### src/rtl/mbc1_pkg.sv
// shared types and constants of the mbc1 bank controller
package mbc1_pkg;

    localparam int ROM_BANK_W = 7;
    localparam int RAM_BANK_W = 2;
    localparam int MEM_ADDR_W = 21;

    // low nibble of the ram gate register that opens sram
    localparam logic [3:0] GATE_KEY    = 4'hA;
    // address bits 15:13 of the sram window 0xa000..0xbfff
    localparam logic [2:0] SRAM_REGION = 3'b101;

    typedef enum logic [1:0] {
        TGT_ROM  = 2'd0,
        TGT_SRAM = 2'd1,
        TGT_NONE = 2'd2,
        TGT_BANK = 2'd3
    } target_t;

    // bank register picked by address bits 14:13 of a write below 0x8000
    typedef enum logic [1:0] {
        REG_GATE     = 2'd0,
        REG_ROM_LOW  = 2'd1,
        REG_ROM_HIGH = 2'd2,
        REG_MODE     = 2'd3
    } bank_reg_t;

    typedef enum logic [1:0] {
        CFG_ROM_COUNT   = 2'd0,
        CFG_RAM_COUNT   = 2'd1,
        CFG_RAM_PRESENT = 2'd2,
        CFG_UNUSED      = 2'd3
    } cfg_idx_t;

    typedef struct packed {
        logic        action;
        logic [15:0] address;
        logic [7:0]  write_data;
    } access_t;

    typedef struct packed {
        target_t                 target;
        logic [MEM_ADDR_W-1:0]   mem_addr;
        logic                    write_strobe;
        logic [7:0]              store_data;
        logic                    open_bus;
        logic                    sram_enabled;
        logic                    banking_mode;
    } result_t;

    // only the bits of the bank registers that the mapper looks at are kept
    typedef struct packed {
        logic [3:0]            ram_gate;
        logic [4:0]            rom_low;
        logic [1:0]            rom_high;
        logic                  mode;
        logic                  sram_on;
        logic [ROM_BANK_W-1:0] upper;
        logic [ROM_BANK_W-1:0] lower;
        logic [RAM_BANK_W-1:0] ram_bank;
    } bank_state_t;

    typedef struct packed {
        logic      recompute;
        logic      load;
        bank_reg_t sel;
        logic [7:0] data;
    } bank_upd_t;

endpackage

### src/rtl/mbc1_acc_if.sv
// bus access channel of the mbc1 bank controller
interface mbc1_acc_if;
    logic        valid;
    logic        ready;
    logic        action;
    logic [15:0] address;
    logic [7:0]  write_data;

    modport source (output valid, output action, output address, output write_data,
                    input ready);
    modport sink   (input valid, input action, input address, input write_data,
                    output ready);
endinterface

### src/rtl/mbc1_res_if.sv
// translated result channel of the mbc1 bank controller
interface mbc1_res_if;
    logic        valid;
    logic        ready;
    logic [1:0]  target;
    logic [20:0] mem_addr;
    logic        write_strobe;
    logic [7:0]  store_data;
    logic        open_bus;
    logic        sram_enabled;
    logic        banking_mode;

    modport source (output valid, output target, output mem_addr, output write_strobe,
                    output store_data, output open_bus, output sram_enabled,
                    output banking_mode, input ready);
    modport sink   (input valid, input target, input mem_addr, input write_strobe,
                    input store_data, input open_bus, input sram_enabled,
                    input banking_mode, output ready);
endinterface

### src/rtl/mbc1_bank_file.sv
// bank registers of the mbc1 controller and the recompute of the derived banks
module mbc1_bank_file (
    input  logic                  clk,
    input  logic                  rst_n,
    input  logic                  advance,
    input  mbc1_pkg::bank_upd_t   upd,
    input  logic [7:0]            rom_bank_count,
    input  logic [2:0]            ram_bank_count,
    output mbc1_pkg::bank_state_t state_cur,
    output mbc1_pkg::bank_state_t state_nxt
);
    import mbc1_pkg::*;

    // everything clear except the romx bank, which starts at 1
    localparam bank_state_t STATE_RESET = '{ram_gate: 4'd0,
                                            rom_low:  5'd0,
                                            rom_high: 2'd0,
                                            mode:     1'b0,
                                            sram_on:  1'b0,
                                            upper:    ROM_BANK_W'(1),
                                            lower:    ROM_BANK_W'(0),
                                            ram_bank: RAM_BANK_W'(0)};

    bank_state_t state_reg;
    bank_state_t state_next;

    always_comb
    begin
        logic [ROM_BANK_W-1:0] romx;
        logic [ROM_BANK_W-1:0] rom0;
        logic [RAM_BANK_W-1:0] rb;
        logic [7:0]            rmask;
        logic [2:0]            mmask;

        state_next = state_reg;
        romx  = '0;
        rom0  = '0;
        rb    = '0;
        rmask = rom_bank_count - 8'd1;
        mmask = ram_bank_count - 3'd1;

        if (upd.load)
        begin
            unique case (upd.sel)
                REG_GATE:     state_next.ram_gate = upd.data[3:0];
                REG_ROM_LOW:  state_next.rom_low  = upd.data[4:0];
                REG_ROM_HIGH: state_next.rom_high = upd.data[1:0];
                REG_MODE:     state_next.mode     = upd.data[0];
                default:      state_next.mode     = state_reg.mode;
            endcase
        end

        if (upd.recompute)
        begin
            state_next.sram_on = (state_next.ram_gate == GATE_KEY);
            // bank 0 in the low field maps to bank 1
            romx = {state_next.rom_high,
                    (state_next.rom_low == 5'd0) ? 5'd1 : state_next.rom_low};
            rom0 = state_next.mode ? {state_next.rom_high, 5'd0} : '0;
            rb   = state_next.mode ? state_next.rom_high : '0;
            if ({1'b0, romx} > rmask)
            begin
                romx = romx & rmask[ROM_BANK_W-1:0];
                rom0 = rom0 & rmask[ROM_BANK_W-1:0];
            end
            if ({1'b0, rb} > mmask)
            begin
                rb = rb & mmask[RAM_BANK_W-1:0];
            end
            state_next.upper    = romx;
            state_next.lower    = rom0;
            state_next.ram_bank = rb;
        end
    end

    always_ff @(posedge clk or negedge rst_n)
    begin
        if (!rst_n)
        begin
            state_reg <= STATE_RESET;
        end
        else if (advance)
        begin
            state_reg <= state_next;
        end
    end

    assign state_cur = state_reg;
    assign state_nxt = state_next;

endmodule

### src/rtl/mbc1_xlate.sv
// address decode and translation of one cartridge bus access
module mbc1_xlate (
    input  mbc1_pkg::access_t     acc,
    input  mbc1_pkg::bank_state_t state_cur,
    input  mbc1_pkg::bank_state_t state_nxt,
    input  logic                  ram_present,
    output mbc1_pkg::bank_upd_t   upd,
    output mbc1_pkg::result_t     res
);
    import mbc1_pkg::*;

    logic                  in_sram;
    logic                  sram_ok;
    logic [MEM_ADDR_W-1:0] sram_addr;
    logic [MEM_ADDR_W-1:0] rom_addr;

    assign in_sram   = (acc.address[15:13] == SRAM_REGION);
    assign sram_ok   = ram_present & state_cur.sram_on;
    assign sram_addr = {{(MEM_ADDR_W-RAM_BANK_W-13){1'b0}}, state_cur.ram_bank,
                        acc.address[12:0]};
    assign rom_addr  = acc.address[14] ? {state_cur.upper, acc.address[13:0]}
                                       : {state_cur.lower, acc.address[13:0]};

    always_comb
    begin
        res        = '0;
        res.target = TGT_NONE;
        upd        = '0;
        upd.sel    = REG_GATE;

        if (acc.action)
        begin
            if (in_sram)
            begin
                if (sram_ok)
                begin
                    res.target       = TGT_SRAM;
                    res.mem_addr     = sram_addr;
                    res.write_strobe = 1'b1;
                    res.store_data   = acc.write_data;
                end
                upd.recompute = 1'b1;
            end
            else if (!acc.address[15])
            begin
                upd.load      = 1'b1;
                upd.sel       = bank_reg_t'(acc.address[14:13]);
                upd.data      = acc.write_data;
                upd.recompute = 1'b1;
                res.target    = TGT_BANK;
            end
        end
        else
        begin
            if (!acc.address[15])
            begin
                res.target   = TGT_ROM;
                res.mem_addr = rom_addr;
            end
            else if (in_sram && sram_ok)
            begin
                res.target   = TGT_SRAM;
                res.mem_addr = sram_addr;
            end
            else
            begin
                res.open_bus = 1'b1;
            end
        end

        // status reflects the state left by this access
        res.sram_enabled = state_nxt.sram_on;
        res.banking_mode = state_nxt.mode;
    end

endmodule

### src/rtl/mbc1_bank_controller_unit.sv
// top level of the mbc1 cartridge bank controller
//
// usage
//  - acc carries one cartridge bus access per word: action (0 read, 1 write),
//    16-bit address and the data byte of a write
//  - res returns exactly one word per access: target, physical rom or sram
//    byte address, sram write strobe and byte, open bus flag, and the sram
//    gate and banking mode left after the access
//  - cfg_we/cfg_index/cfg_data load rom_bank_count (0), ram_bank_count (1)
//    and ram_present (2); index 3 is ignored; write only while idle
// timing
//  - an access lands in the input register, is translated and updates the
//    bank registers in one pass, and sits in the result register after that
//  - throughput one access per cycle while res.ready is high; bank register writes take effect for
//    the very next access
// reset
//  - bank registers clear, romx bank is 1, counts go to 2 rom banks, 1 ram
//    bank, no sram; both pipeline registers empty
// stall
//  - with res.ready low the result holds and one more access waits in the
//    input register; acc.ready then drops until res drains
module mbc1_bank_controller_unit (
    input  logic                 clk,
    input  logic                 rst_n,
    input  logic                 cfg_we,
    input  mbc1_pkg::cfg_idx_t   cfg_index,
    input  logic [7:0]           cfg_data,
    mbc1_acc_if.sink             acc,
    mbc1_res_if.source           res
);
    import mbc1_pkg::*;

    // configuration registers
    logic [7:0]  rom_count_reg;
    logic [2:0]  ram_count_reg;
    logic        ram_present_reg;

    // input stage
    access_t     acc_reg;
    logic        acc_valid_reg;
    logic        acc_valid_next;

    // result stage
    result_t     res_reg;
    logic        res_valid_reg;
    logic        res_valid_next;

    logic        advance;
    logic        acc_take;
    bank_upd_t   upd;
    bank_state_t state_cur;
    bank_state_t state_nxt;
    result_t     res_calc;
    access_t     acc_word;

    always_ff @(posedge clk or negedge rst_n)
    begin
        if (!rst_n)
        begin
            rom_count_reg   <= 8'd2;
            ram_count_reg   <= 3'd1;
            ram_present_reg <= 1'b0;
        end
        else if (cfg_we)
        begin
            unique case (cfg_index)
                CFG_ROM_COUNT:   rom_count_reg   <= cfg_data;
                CFG_RAM_COUNT:   ram_count_reg   <= cfg_data[2:0];
                CFG_RAM_PRESENT: ram_present_reg <= cfg_data[0];
                default:         ram_present_reg <= ram_present_reg;
            endcase
        end
    end

    // the translate stage moves when the result register is free or draining
    assign advance   = acc_valid_reg && (!res_valid_reg || res.ready);
    assign acc.ready = !acc_valid_reg || advance;
    assign acc_take  = acc.valid && acc.ready;

    assign acc_word.action     = acc.action;
    assign acc_word.address    = acc.address;
    assign acc_word.write_data = acc.write_data;

    assign acc_valid_next = acc_take || (acc_valid_reg && !advance);
    assign res_valid_next = advance || (res_valid_reg && !res.ready);

    always_ff @(posedge clk or negedge rst_n)
    begin
        if (!rst_n)
        begin
            acc_valid_reg <= 1'b0;
            res_valid_reg <= 1'b0;
        end
        else
        begin
            acc_valid_reg <= acc_valid_next;
            res_valid_reg <= res_valid_next;
        end
    end

    // payload registers carry no reset
    always_ff @(posedge clk)
    begin
        if (acc_take)
        begin
            acc_reg <= acc_word;
        end
        if (advance)
        begin
            res_reg <= res_calc;
        end
    end

    mbc1_bank_file u_bank_file (
        .clk            (clk),
        .rst_n          (rst_n),
        .advance        (advance),
        .upd            (upd),
        .rom_bank_count (rom_count_reg),
        .ram_bank_count (ram_count_reg),
        .state_cur      (state_cur),
        .state_nxt      (state_nxt)
    );

    mbc1_xlate u_xlate (
        .acc         (acc_reg),
        .state_cur   (state_cur),
        .state_nxt   (state_nxt),
        .ram_present (ram_present_reg),
        .upd         (upd),
        .res         (res_calc)
    );

    assign res.valid        = res_valid_reg;
    assign res.target       = res_reg.target;
    assign res.mem_addr     = res_reg.mem_addr;
    assign res.write_strobe = res_reg.write_strobe;
    assign res.store_data   = res_reg.store_data;
    assign res.open_bus     = res_reg.open_bus;
    assign res.sram_enabled = res_reg.sram_enabled;
    assign res.banking_mode = res_reg.banking_mode;

endmodule

### src/flat_wrapper.sv
// flat-port wrapper written by rule: the top's interface ports become plain ports
module mbc1_bank_controller_unit_flat import mbc1_pkg::*;
  (clk, rst_n, cfg_we, cfg_index, cfg_data, acc_valid, acc_action, acc_address, acc_write_data, acc_ready, res_valid, res_target, res_mem_addr, res_write_strobe, res_store_data, res_open_bus, res_sram_enabled, res_banking_mode, res_ready);
  mbc1_acc_if acc_i ();
  mbc1_res_if res_i ();
  input  logic clk;
  input  logic rst_n;
  input  logic cfg_we;
  input  mbc1_pkg::cfg_idx_t cfg_index;
  input  logic [7:0] cfg_data;
  input wire logic [$bits(acc_i.valid)-1:0] acc_valid;
  input wire logic [$bits(acc_i.action)-1:0] acc_action;
  input wire logic [$bits(acc_i.address)-1:0] acc_address;
  input wire logic [$bits(acc_i.write_data)-1:0] acc_write_data;
  output wire logic [$bits(acc_i.ready)-1:0] acc_ready;
  output wire logic [$bits(res_i.valid)-1:0] res_valid;
  output wire logic [$bits(res_i.target)-1:0] res_target;
  output wire logic [$bits(res_i.mem_addr)-1:0] res_mem_addr;
  output wire logic [$bits(res_i.write_strobe)-1:0] res_write_strobe;
  output wire logic [$bits(res_i.store_data)-1:0] res_store_data;
  output wire logic [$bits(res_i.open_bus)-1:0] res_open_bus;
  output wire logic [$bits(res_i.sram_enabled)-1:0] res_sram_enabled;
  output wire logic [$bits(res_i.banking_mode)-1:0] res_banking_mode;
  input wire logic [$bits(res_i.ready)-1:0] res_ready;
  assign acc_i.valid = acc_valid;
  assign acc_i.action = acc_action;
  assign acc_i.address = acc_address;
  assign acc_i.write_data = acc_write_data;
  assign acc_ready = acc_i.ready;
  assign res_valid = res_i.valid;
  assign res_target = res_i.target;
  assign res_mem_addr = res_i.mem_addr;
  assign res_write_strobe = res_i.write_strobe;
  assign res_store_data = res_i.store_data;
  assign res_open_bus = res_i.open_bus;
  assign res_sram_enabled = res_i.sram_enabled;
  assign res_banking_mode = res_i.banking_mode;
  assign res_i.ready = res_ready;
  mbc1_bank_controller_unit u_core (.clk(clk), .rst_n(rst_n), .cfg_we(cfg_we), .cfg_index(cfg_index), .cfg_data(cfg_data), .acc(acc_i), .res(res_i));
endmodule
### config.mk
export PLATFORM = sky130hd
export DESIGN_NAME = mbc1_bank_controller_unit_flat
export DESIGN_NICKNAME = d
export VERILOG_FILES = /design/src/rtl/mbc1_pkg.sv /design/src/rtl/mbc1_acc_if.sv /design/src/rtl/mbc1_res_if.sv /design/src/rtl/mbc1_bank_file.sv /design/src/rtl/mbc1_xlate.sv /design/src/rtl/mbc1_bank_controller_unit.sv /design/src/flat_wrapper.sv
export SDC_FILE = /design/constraint.sdc
export NUM_CORES = 1
export LEC_CHECK = 0
export ABC_AREA = 0
export BUFFER_PORTS_ARGS = -buffer_cell sky130_fd_sc_hd__buf_2
export CORE_UTILIZATION = 45
export DETAILED_ROUTE_END_ITERATION = 12
export HOLD_SLACK_MARGIN = 0.05
export PLACE_DENSITY = 0.77
export RECOVER_POWER = 100
export SYNTH_ARGS = -nofsm -noshare
export SYNTH_HDL_FRONTEND = slang
export SYNTH_SLANG_ARGS = --single-unit
### constraint.sdc
create_clock -name clk -period 3.5 [get_ports clk]
set_clock_uncertainty 0.2 [all_clocks]
set_input_delay 0.175 -clock clk [delete_from_list [all_inputs] [get_ports clk]]
set_output_delay 0.175 -clock clk [all_outputs]
set_load 0.005 [all_outputs]
Word-level counts from Yosys, hierarchy flattened. Index checks and enable logic that the tools add are counted. Widths: inputs -> output; s select.

Register bits after elaboration: 103. Output and inout port bits: 37. Input bits: 40. Word-level logic and storage cells: 87.

Reduce and logical (&&, ||, !) cells: 23. Bitwise operators: 5. Mux-type cells: 25. Add/subtract/negate cells: 2. Order comparisons: 2. Eq/ne operators: 7.

Operators with widths (number): $mux 23 (3); $mux 12 (3); $mux 32 (1); $mux 30 (1); $mux 21 (1); $mux 7 (3); $mux 17 (1); $and 7x7->7 (2); $mux 11 (1); $mux 5 (2); $reduce_and 2->1 (5); $gt 7x8->1 (1); $mux 2 (4); $sub 8x1->8 const B (1); $eq 2x2->1 const B (3); $logic_and 1x1->1 (5); $logic_not 5->1 (1); $eq 2x1->1 const B (2); $eq 4x4->1 const B (1); $logic_not 1->1 (4); $logic_not 2->1 (2); $logic_or 1x1->1 (4); $mux 1 (4); $mux 4 (1); other kinds (8) (8).

Longest topological paths before layout.
Depth after elaboration: 11. Depth in mapped cells: 13.

Modules after synthesis. A second synthesis with hierarchy kept.

Cell total of the unflattened synthesis: 423. Area, all modules: 5196.2 sq um.

By module, submodules not included: mbc1_bank_controller_unit (instances 1, area each 2362.3 sq um, seq. area each 2154.6 sq um, cells an instance 95); mbc1_bank_file (instances 1, area each 2177.1 sq um, seq. area each 726.9 sq um, cells an instance 233); mbc1_xlate (instances 1, area each 656.9 sq um, seq. area each 0.0 sq um, cells an instance 95).

Worst setup path after synthesis. Ideal clock, no wire load.

Path type: register to register. Start point: register u_core.acc_reg[22] in the netlist's numbering. End point: register u_core.u_bank_file.state_reg (netlist bit u_core.u_bank_file.state_cur[8]). Data arrival time: 2811 ps. Cell stages (with the launch flop): 11. Setup slack: 368 ps. Library setup time: 121 ps. Path through: edfxtp_1 > nor4bb_1 > clkbuf_1 > mux2i_1 > inv_1 > ha_1 > nor4_1 > o31a_1 > buf_1 > o211ai_1 > a32o_2.

Word-level cells in the longest chain between the ends: 10. Elaborated cells between the ends (all ways): 19. Classes of those cells: 1 x order compare; 4 x eq/ne; 11 x mux; 1 x bitwise; 2 x reduce/logical.

RTL lines: from (decl) (line mbc1_bank_controller_unit.sv:39) `access_t acc_reg;`; from (signal assigned) (line mbc1_bank_controller_unit.sv:106) `acc_reg <= acc_word;`; $eq 3x3->1 / $mux 12 (equally long branches) (line mbc1_xlate.sv:17, mbc1_xlate.sv:44); $mux 11 (line mbc1_xlate.sv:33) `if (in_sram)`; $mux 12 * (line mbc1_xlate.sv:31) `if (acc.action)`; $eq 2x1->1 (line mbc1_bank_file.sv:44) `unique case (upd.sel)`; $mux 5 (line mbc1_bank_file.sv:44); $mux 12 (line mbc1_bank_file.sv:42) `if (upd.load)`; $logic_not 5->1 (line mbc1_bank_file.sv:58) `(state_next.rom_low == 5'd0) ? 5'd1 : state_next.rom_low};`; $mux 5 (line mbc1_bank_file.sv:58); $gt 7x8->1 (line mbc1_bank_file.sv:61) `if ({1'b0, romx} > rmask)`; $mux 7 (line mbc1_bank_file.sv:61); to (signal assigned) (line mbc1_bank_file.sv:84) `state_reg <= state_next;`; to (decl) (line mbc1_bank_file.sv:24) `bank_state_t state_reg;`.

Mark *: on every way between the ends. The rest lies on a longest branch, timed or not. A chain may end at the register's enable or synchronous reset.

Final worst setup path. Ends and elaborated chain as after synthesis.

==> results by stage <==
Status:
- The run finished, with violations left.
- The checks that failed: max-capacitance violations, max-slew violations.

Pwr:
- Summing internal, switching and leakage power gives 3.04 mW.
- The power per cell area is 540 mW/mm^2.
- The worst-case IR drop observed on VDD is 0.000283 V.
- The analysis attributes to cell leakage a power of 2.41 nW.

Global routing:
- Entering global routing, the biggest net connects 39 pins.
- The number of global-route vias before repair is 3125.
- The first-pass GRT wire length is 15100 um.
- The aggregate global-route resource usage is 19.6%.
- The overflow left after global routing is 0.
- The initial antenna violation count came to 0.

Drt:
- In the routed design, unresolved DRC markers number 0.
- In this run the remaining antenna-violating nets after routing total 0.
- The total vias in the final route is 3246.
- After detailed routing, the average wire length per cell comes to 15.4 um.
- The wire length after detailed routing is 9580 um.
- The via count normalized by instance count is 5.23.
- The iteration-0 DRC count of the detailed router is 160.
- The number of detailed-routing iterations run before antenna repair is 4.

Layout:
- For this run, the post-layout net count is 547.
- The number of flip-flops in the largest register is 25.
- After the flow finishes, the layout carries non-filler instances totaling 621.
- The final instance area is 0.00564 mm^2.
- Relative to the synthesized area, the layout overhead comes to 26.8%.
- The share of layout cells above drive strength 1 is 19.5%.
- The repair_antennas step left the layout with diodes totalling 0.

Timing:
- Once routing completed, OpenROAD measured the worst setup slack at 0.155 ns.
- The max-slew violation total from the final report came to 39.
- Summed over all failing endpoints, the final setup total negative slack is 0 ns.
- The routed design could run at a clock period as short as 3.34 ns.
- The worst pin sits at a relative slew slack of -41.8%.
- Derived from the worst setup path, the maximum achievable clock frequency is 0.299 GHz.
- The final period utilization is 95.6%.
- Setup violations remaining at the end of the flow were counted as 0.
- For the pin with the worst max-slew slack, the measured transition is 2.13 ns.
- The final number of hold-violating endpoints was 0.
- Setup repair after global routing left no endpoint under its margin.

Yosys:
- edfxtp_1 takes more of the synthesized area than any other cell.
- The Yosys step of the flow raised 0 warnings.
- In the synthesized netlist the async set-or-reset flop fraction comes to 38.8%.
- After synthesis, the netlist uses 46 different library cells.
- After technology mapping, the gate count stands at 354.
- Counting every net in the synthesized netlist gives 414.
- The count of flip-flops with a built-in enable after synthesis is 60.
- Summed over its instances, the top area cell type makes up 40.5% of the synthesized netlist area.
- In the post-synthesis netlist, the biggest area contributors are edfxtp_1 (41%), dfrtp_1 (20%), ha_1 (5.6%).
- The per-instance average area after synthesis is 12.6 um^2.
- The synthesized design contains 98 register bits.
- Sorting the synthesized cells by how often they occur yields edfxtp_1 (60), dfrtp_1 (35), inv_1 (28), nand2_1 (27), ha_1 (20).
- The predominant post-synthesis flop cell is edfxtp_1.
- The cell area after synthesis is 0.00445 mm^2.
- The library cell with the highest instance count after synthesis is edfxtp_1.
- The register area share after synthesis is 62.0%.

Critical path:
- In this design, the critical path's most frequently occurring cell is buf_4.
- The maximum fanout encountered on the critical timing path is 9.
- The cell type of the slowest stage on the worst timing path is edfxtp_1.
- For this run, the slowest stage of the critical path takes 0.53 ns.
- STA classifies the critical path endpoint as a register.
- The data arrival time of the worst path is 3.40 ns.
- The element type at the critical path start is a register.
- At the worst endpoint, the required time is 3.56 ns.
- The critical path goes through nor4bb_1, buf_4, mux2i_1, inv_1, ha_1, nor4_1, o31a_1, buf_4, o211ai_1, a32o_2.
- The worst setup path is of the register to register kind.

Die:
- The die area is 0.0103 mm^2.
- The initialized floorplan defines 35 standard-cell rows.
- From bottom edge to top edge, the die measures 101 um.
- During I/O placement, the number of pins put on the boundary was 77.
- The horizontal die dimension is 101 um.
- The area of the core is 0.00942 mm^2.
- The initial utilization of the core area, before any placement, comes to 47.2%.

Min path:
- The class of the tightest hold or removal check is input port to register.

Clock tree:
- CTS saw 98 sinks.
- Counting along the longest clock path gives a buffer depth of 2.
- The clock tree from TritonCTS is yes.
- CTS built an H-tree with a depth of 3.
- Clock-pin slew was measured on the worst setup and hold paths at 0.10 ns.
- In this run, CTS created clock tree buffers numbering 9.
- The clock reaches the later pin of the worst-skew pair after 0.37 ns.
- The clock root buffer is clkbuf_8.

Run:
- Across the run, the number of max-cap violations was 1.

Placement:
- The total half-perimeter wirelength after legalization and detailed placement is 6600 um.
- Once placement completed, the tool counted placed cells totaling 563.
- Routability-driven placement finished with a final weighted congestion of 0.947.
- Before CTS, the worst setup slack after placement is 0.225 ns.
- The placed instances occupy a cell area of 0.00507 mm^2.
- Input and output buffers added on the ports amount to 76.
==> critical path, delay by kind of cell, from the launching register on <==
family	cells	cell delay, ns
adder cells (fa/ha/maj)	1	0.34
flip-flops	1	0.53
multiplexers	1	0.26
AO/OA/AOI/OAI	3	0.62
AND/OR/NAND/NOR	2	0.78
buffers and inverters	3	0.51
==> worst paths after layout <==
kind	start	end	slack (ns)	cells after the start
setup / recovery	u_core.acc_reg[22]	u_core.u_bank_file.state_cur[8]	0.16	10
hold / removal	cfg_index[1]	u_core.rom_count_reg[1]	0.22	4
setup reg to reg	u_core.acc_reg[22]	u_core.u_bank_file.state_cur[8]	0.16	10
hold reg to reg	u_core.u_bank_file.state_cur[1]	u_core.u_bank_file.state_cur[1]	0.29	2
max in group asynchronous	rst_n	u_core.u_bank_file.state_cur[18]	1.13	2
min in group asynchronous	rst_n	u_core.u_bank_file.state_cur[22]	0.76	2
==> kinds of logic (layout without fill, tap and decap cells) <==
logic type,Yosys count,in the layout,share of synthesized area (%)
AOI/OAI and AO/OA,52,52,8.10
xor gates and xnor gates,6,6,1.18
adders and majority gates,20,20,5.63
buffers and inverters,41,179,3.49
DFF,98,98,62.0
muxes,26,26,6.27
and+or+nand+nor,111,111,13.4
==> cells in the final DEF (no fill, tap or decap), drive strengths merged, types with 3 or more instances in the layout <==
cell type and n:
a211oi 6, a32o 4, and2 16, and3 13, buf 57, clkbuf 46, clkinv 3, dfrtp 35
dfstp 3, dlygate4sd3 41, edfxtp 60, ha 20, inv 32, mux2 15, mux2i 11, nand2 27
nand2b 4, nand3 11, nor2 14, nor3 9, nor4 4, o21ai 16, o22ai 6, o31ai 7
xor2 4
==> power breakdown <==
group          switching (mW)  internal, mW
clock network           0.447         0.287
logic                   0.446         0.355
registers               0.101          1.41
total                   0.994          2.05
==> cell type report <==
class | instances | area, um^2
clock inverters | 7 | 78.8
repair buffers | 135 | 863
well taps | 129 | 161
fillers | 761 | 3780
flip-flops and latches | 98 | 2760
multi-input cells | 215 | 1550
clock buffers | 9 | 124
inverters | 28 | 105
==> layer usage <==
layer | track usage (%) | routed length [um] | vias to the layer above
met5 | 0 | 0 | -
met4 | 9.70 | 165 | 0
met3 | 3.17 | 569 | 14
met2 | 33.2 | 4750 | 116
met1 | 24.4 | 4100 | 1555
li1 | - | - | 1561
==> per-stage QoR <==
stage	util (%)	hold WS, ns
floorplan	-	-0.321
global route	59.9	0.295
CTS	60.3	0.0849
detailed placement	53.8	0.152
finish	59.9	0.224
global placement	53.8	0.125
==> what timing repair did <==
action,4_1_cts,5_1_grt
hold endpoints to repair,76,0
endpoints found under the setup margin,0,6
setup buffers,0,1
hold buffers,41,0
resized for setup,0,3
(Power assumes the default switching activity.)
